===== src/rtl/core/mhpq_pkg.sv =====
package mhpq_pkg;

	localparam int DATA_W  = 32;
	localparam int ENTRY_W = 11;

	// opcodes
	localparam logic OP_INSERT = 1'b0;
	localparam logic OP_POP    = 1'b1;

	// status codes
	localparam logic [1:0] ST_OK    = 2'd0;
	localparam logic [1:0] ST_EMPTY = 2'd1;
	localparam logic [1:0] ST_FULL  = 2'd2;

	// finish report from the sift engine
	typedef struct packed {
		logic              fin;
		logic [1:0]        status;
		logic [DATA_W-1:0] popped;
	} fin_t;

endpackage


===== src/rtl/core/mhpq_sift.sv =====
module mhpq_sift #(
	parameter int CAPACITY = 1024
) (
	input  logic                            clk,
	input  logic                            arst_n,
	input  logic                            start,
	input  logic                            opcode,
	input  logic signed [mhpq_pkg::DATA_W-1:0] value,
	output logic                            busy,
	// heap memory
	output logic                            we,
	output logic [$clog2(CAPACITY)-1:0]     waddr,
	output logic [mhpq_pkg::DATA_W-1:0]     wdata,
	output logic [$clog2(CAPACITY)-1:0]     raddr0,
	output logic [$clog2(CAPACITY)-1:0]     raddr1,
	input  logic [mhpq_pkg::DATA_W-1:0]     rdata0,
	input  logic [mhpq_pkg::DATA_W-1:0]     rdata1,
	// root mirror and status
	input  logic [mhpq_pkg::DATA_W-1:0]     root,
	output logic [$clog2(CAPACITY+1)-1:0]   count,
	output mhpq_pkg::fin_t                  fin
);
	import mhpq_pkg::*;

	localparam int AW = $clog2(CAPACITY);
	localparam int CW = $clog2(CAPACITY + 1);
	localparam int EW = AW + 1;

	localparam logic [2:0] S_IDLE    = 3'd0;
	localparam logic [2:0] S_UP_CHK  = 3'd1;
	localparam logic [2:0] S_UP_CMP  = 3'd2;
	localparam logic [2:0] S_DN_LAST = 3'd3;
	localparam logic [2:0] S_DN_CHK  = 3'd4;
	localparam logic [2:0] S_DN_CMP  = 3'd5;
	localparam logic [2:0] S_FIN     = 3'd6;

	logic [2:0]               state_q;
	logic [AW-1:0]            pos_q;
	logic signed [DATA_W-1:0] v_q;
	logic [CW-1:0]            count_q;
	logic [DATA_W-1:0]        popped_q;
	logic [1:0]               status_q;

	logic [AW-1:0]            parent;
	logic [EW-1:0]            lc_e;
	logic [EW-1:0]            rc_e;
	logic [EW-1:0]            count_e;
	logic                     lc_ok;
	logic                     rc_ok;
	logic signed [DATA_W-1:0] d0;
	logic signed [DATA_W-1:0] d1;
	logic                     take_l;
	logic                     take_r;
	logic signed [DATA_W-1:0] best_l;
	logic                     accept;

	assign accept  = start && (state_q == S_IDLE);
	assign busy    = (state_q != S_IDLE);
	assign parent  = AW'((pos_q - AW'(1)) >> 1);
	assign lc_e    = {pos_q, 1'b1};
	assign rc_e    = lc_e + EW'(1);
	assign count_e = EW'(count_q);
	assign lc_ok   = lc_e < count_e;
	assign rc_ok   = rc_e < count_e;
	assign d0      = $signed(rdata0);
	assign d1      = $signed(rdata1);
	assign take_l  = d0 > v_q;
	assign best_l  = take_l ? d0 : v_q;
	assign take_r  = rc_ok && (d1 > best_l);

	// memory port control
	always_comb begin
		we     = 1'b0;
		waddr  = pos_q;
		wdata  = v_q;
		raddr0 = AW'(lc_e);
		raddr1 = AW'(rc_e);
		unique case (state_q)
			S_IDLE: begin
				raddr0 = AW'(count_q - CW'(1));
			end
			S_UP_CHK: begin
				raddr0 = parent;
				we     = (pos_q == '0);
			end
			S_UP_CMP: begin
				we    = 1'b1;
				wdata = (v_q > d0) ? rdata0 : v_q;
			end
			S_DN_CHK: begin
				we = !lc_ok;
			end
			S_DN_CMP: begin
				we    = 1'b1;
				wdata = take_r ? rdata1 : (take_l ? rdata0 : v_q);
			end
			S_DN_LAST, S_FIN: begin
			end
			default: begin
			end
		endcase
	end

	always_ff @(posedge clk or negedge arst_n) begin
		if (!arst_n) begin
			state_q <= S_IDLE;
			count_q <= '0;
		end else begin
			unique case (state_q)
				S_IDLE: begin
					if (accept) begin
						popped_q <= '0;
						status_q <= ST_OK;
						pos_q    <= AW'(count_q);
						v_q      <= value;
						state_q  <= S_FIN;
						if (opcode == OP_INSERT) begin
							if (count_q == CW'(CAPACITY)) begin
								status_q <= ST_FULL;
							end else begin
								count_q <= count_q + CW'(1);
								state_q <= S_UP_CHK;
							end
						end else begin
							if (count_q == '0) begin
								status_q <= ST_EMPTY;
							end else begin
								popped_q <= root;
								count_q  <= count_q - CW'(1);
								if (count_q != CW'(1)) begin
									state_q <= S_DN_LAST;
								end
							end
						end
					end
				end
				S_UP_CHK: begin
					state_q <= (pos_q == '0) ? S_FIN : S_UP_CMP;
				end
				S_UP_CMP: begin
					if (v_q > d0) begin
						pos_q   <= parent;
						state_q <= S_UP_CHK;
					end else begin
						state_q <= S_FIN;
					end
				end
				S_DN_LAST: begin
					v_q     <= d0;
					pos_q   <= '0;
					state_q <= S_DN_CHK;
				end
				S_DN_CHK: begin
					state_q <= lc_ok ? S_DN_CMP : S_FIN;
				end
				S_DN_CMP: begin
					if (take_r) begin
						pos_q   <= AW'(rc_e);
						state_q <= S_DN_CHK;
					end else if (take_l) begin
						pos_q   <= AW'(lc_e);
						state_q <= S_DN_CHK;
					end else begin
						state_q <= S_FIN;
					end
				end
				S_FIN: begin
					state_q <= S_IDLE;
				end
				default: begin
					state_q <= S_IDLE;
				end
			endcase
		end
	end

	assign count      = count_q;
	assign fin.fin    = (state_q == S_FIN);
	assign fin.status = status_q;
	assign fin.popped = popped_q;

endmodule


===== config.mk =====
export PLATFORM = sky130hd
export DESIGN_NAME = mhpq_sift
export DESIGN_NICKNAME = d
export VERILOG_FILES = /design/src/rtl/core/mhpq_pkg.sv /design/src/rtl/core/mhpq_sift.sv
export SDC_FILE = /design/constraint.sdc
export NUM_CORES = 1
export LEC_CHECK = 0
export ABC_CLOCK_PERIOD_IN_PS = 5340
export BUFFER_PORTS_ARGS = -buffer_cell sky130_fd_sc_hd__clkbuf_2
export CAP_MARGIN = 40
export CORE_MARGIN = 2
export CORE_UTILIZATION = 49
export DETAILED_ROUTE_END_ITERATION = 10
export PLACE_DENSITY = 0.79
export SYNTH_ARGS = -nofsm -noshare
export SYNTH_HDL_FRONTEND = slang
export SYNTH_SLANG_ARGS = --single-unit

===== constraint.sdc =====
create_clock -name clk -period 5.34 [get_ports clk]
set_input_delay 0.534 -clock clk [delete_from_list [all_inputs] [get_ports clk]]
set_output_delay 0.534 -clock clk [all_outputs]
set_load 0.02 [all_outputs]

==> impl_metrics.env <==
export IMPL_numCtsBuffers=9
export IMPL_cts_sinks=90
export IMPL_startpoint_type="register"
export IMPL_htree_levels=3
export IMPL_max_freq_ghz=0.168
export IMPL_rows=47
export IMPL_clkTransAtPathRegs_ns=0.07
export IMPL_crit_top_cell="buf_12"
export IMPL_clkLatencyLatePin_ns=0.36
export IMPL_r2r_end="waddr[3]"
export IMPL_grt_first_pass_wirelength_um=43900
export IMPL_synth_area_leaders="edfxtp_1, ha_1, mux2i_1"
export IMPL_nNetsFinal=1506
export IMPL_layout_commonest_cell="clkbuf_2"
export IMPL_drive_gt1_share_pct=36.2
export IMPL_wirelength_um=29400
export IMPL_syn_num_nets=1181
export IMPL_synth_largest_area_cell="edfxtp_1"
export IMPL_wl_per_cell_um=19.5
export IMPL_grt_max_degree=64
export IMPL_grtUsageTotal_pct=30.9
export IMPL_finalPower_uw=5850
export IMPL_cts_buffer_depth=2
export IMPL_worstPathMaxFanout=24
export IMPL_grt_pass1_vias=8653
export IMPL_yosysUniqueCellTypes=64
export IMPL_fin_ws_ns=-0.597
export IMPL_yosysSeqAreaShare_pct=31.7
export IMPL_worst_ep_arrival_time_ns=5.40
export IMPL_r2r_start="v_q[23]"
export IMPL_rsz0062_at_grt="yes"
export IMPL_skew_ns=0.00510
export IMPL_cp_num_buf_inv=7
export IMPL_min_period_over_period_pct=111
export IMPL_async_flop_share_pct=15.6
export IMPL_grt_overflow=0
export IMPL_vias=8938
export IMPL_drt_iter0_markers=816
export IMPL_synth_avg_cell_area_um2=8.66
export IMPL_syn2layout_area_growth_pct=38.7
export IMPL_slowest_stage="edfxtp_1"
export IMPL_rrSetupSlack_ns=-0.02
export IMPL_dieArea_mm2=0.0180
export IMPL_antenna_found_initial=1
export IMPL_irDropWorstVdd_mv=0.326
export IMPL_critPathKind="reg2out"
export IMPL_status="finished, violations left"
export IMPL_cts_tree="done"
export IMPL_ioPinCount=242
export IMPL_ys_seq_elements=90
export IMPL_r2r_cells=23
export IMPL_cts_root_buf="clkbuf_16"
export IMPL_synth_top_area_share_pct=27.5
export IMPL_end_kind="output port"
export IMPL_synthFlopType="edfxtp_1"
export IMPL_drc=0
export IMPL_dp_hpwl_um=19700
export IMPL_dr_pass1_iters=6
export IMPL_vias_per_cell=5.92
export IMPL_yosys_warnings=0
export IMPL_cp_cell_sequence="ha_1 -> a21oi_1 -> o21ai_1 -> a221oi_1 -> nor2_1 -> o32ai_4 -> buf_12 -> buf_12 -> mux2i_1 -> ha_1 -> a21oi_1 -> nand2_1 -> a21oi_2 -> a2111oi_4 -> buf_4 -> or2_4 -> o221ai_4 -> buf_12 -> buf_6 -> buf_16 -> and2_1 -> o21bai_2 -> buf_4"
export IMPL_final_setup_tns_ns=-17.62
export IMPL_setup_viol=42
export IMPL_die_w_um=134
export IMPL_globalplace_congestion=0.938
export IMPL_synth_edff_count=76
export IMPL_slew_viol_final=0
export IMPL_coreArea_mm2=0.0166
export IMPL_port_buffers=240
export IMPL_cp_slowest_stage_delay_ns=0.48
export IMPL_synth_cells=959
export IMPL_cp_top_family="compound AO/OA/AOI/OAI gates"
export IMPL_min_path_type="in2async"
export IMPL_dieHeight_um=134
export IMPL_powerDensity_mw_per_mm2=508
export IMPL_violations="setup timing"
export IMPL_initial_core_util_pct=50.1
export IMPL_relSlewSlack_pct=39.4
export IMPL_final_cell_mix="clkbuf_2, buf_4, nand2_1, ha_1, edfxtp_1"
export IMPL_total_leakage_power_uw=0.00531
export IMPL_antenna_left=0
export IMPL_tightestPinTransition_ns=0.909
export IMPL_hold_viol=0
export IMPL_fin_crit_ns=5.94
export IMPL_synth_area_mm2=0.00831
export IMPL_maxCapViolations=0
export IMPL_required_ns=4.81
[area by class of cell]
| class | count | area [um^2] |
|---|---|---|
| multi-input cells | 753 | 5620 |
| flip-flops and latches | 90 | 2630 |
| fillers | 1269 | 5060 |
| diodes | 1 | 2.50 |
| clock buffers | 10 | 229 |
| clock inverters | 6 | 71.3 |
| well taps | 220 | 275 |
| inverters | 59 | 221 |
| repair buffers | 371 | 2470 |
[metal layers]
metal,up-vias,global-route usage [%],wire (um)
li1,4102,-,-
met1,4083,37.7,10900
met2,595,51.6,14000
met3,158,4.16,2550
met4,0,19.2,1890
met5,-,0,0
[stage by stage]
step | std cells | util [%] | worst slack (ns) | hold slack (ns) | area, um^2
floorplan | 959 | - | 0.0559 | 0.238 | 8400
global placement | 1453 | 62.6 | -0.393 | 0.489 | 10400
detailed placement | 1456 | 62.8 | -0.507 | 0.495 | 10400
CTS | 1502 | 68.4 | -0.260 | 0.112 | 11300
global route | 1510 | 69.5 | -0.766 | 0.123 | 11500
finish | 1510 | 69.5 | -0.597 | 0.0981 | 11500
[worst max-delay path by stage]
stage / from / slack [ns] / depth (start not counted) / to
2_1_floorplan: rdata0[11] / 0.06 / 21 / wdata[10]
3_3_place_gp: rdata0[11] / -0.39 / 23 / wdata[1]
3_5_place_dp: rdata0[11] / -0.51 / 24 / wdata[26]
4_1_cts: v_q[11] / -0.26 / 23 / wdata[20]
5_1_grt: v_q[23] / -0.77 / 23 / wdata[20]
6_report: v_q[23] / -0.60 / 23 / wdata[17]
[report_power, final]
group | internal (uW) | leakage [uW] | total [uW] | switching, uW
Sequential | 978 | 0.000856 | 1260 | 279
Combinational | 1700 | 0.00431 | 3910 | 2210
Clock | 369 | 0.000140 | 681 | 312
Total | 3050 | 0.00531 | 5850 | 2800
[sequential cells by signal, indices dropped and copies added (netlist names)]
name,cells
popped_q,32
waddr,10
status_q,2
v_q,32
state_q,3
count,11
[synthesized netlist by cell type, drive strengths merged (5+ instances only)]
| cell | number |
|---|---|
| or2 | 8 |
| edfxtp | 76 |
| buf | 15 |
| a31oi | 5 |
| dfrtp | 14 |
| nor4 | 8 |
| o22ai | 7 |
| nor2b | 6 |
| nand4 | 13 |
| o21bai | 32 |
| mux2i | 66 |
| nor2 | 40 |
| a21o | 7 |
| xnor2 | 27 |
| o211ai | 11 |
| or4 | 7 |
| and2 | 64 |
| clkbuf | 42 |
| o21ai | 92 |
| nand3 | 25 |
| a21oi | 43 |
| nand2 | 124 |
| inv | 58 |
| xor2 | 8 |
| o21a | 6 |
| ha | 90 |
| nor3 | 14 |
[repair_timing]
action	CTS	global route
hold buffers	0	0
gates resized for setup	73	58
pin swaps	27	9
endpoints found under the setup margin	42	42
buffers inserted	26	7
cloned	4	0
[cells by family (layout without fill, tap and decap cells)]
kind of cell / count (synthesis) / after routing / synth area share, %
AO/OA/AOI/OAI: 238 / 238 / 17.9
AND/OR/NAND/NOR: 321 / 321 / 19.0
other: 1 / 2 / 0.0451
buffers and inverters: 116 / 446 / 5.89
multiplexers: 68 / 68 / 8.22
flip-flops: 90 / 90 / 31.7
adder cells (fa/ha/maj): 90 / 90 / 13.6
XOR/XNOR: 35 / 35 / 3.69
(Power assumes the default switching activity.)
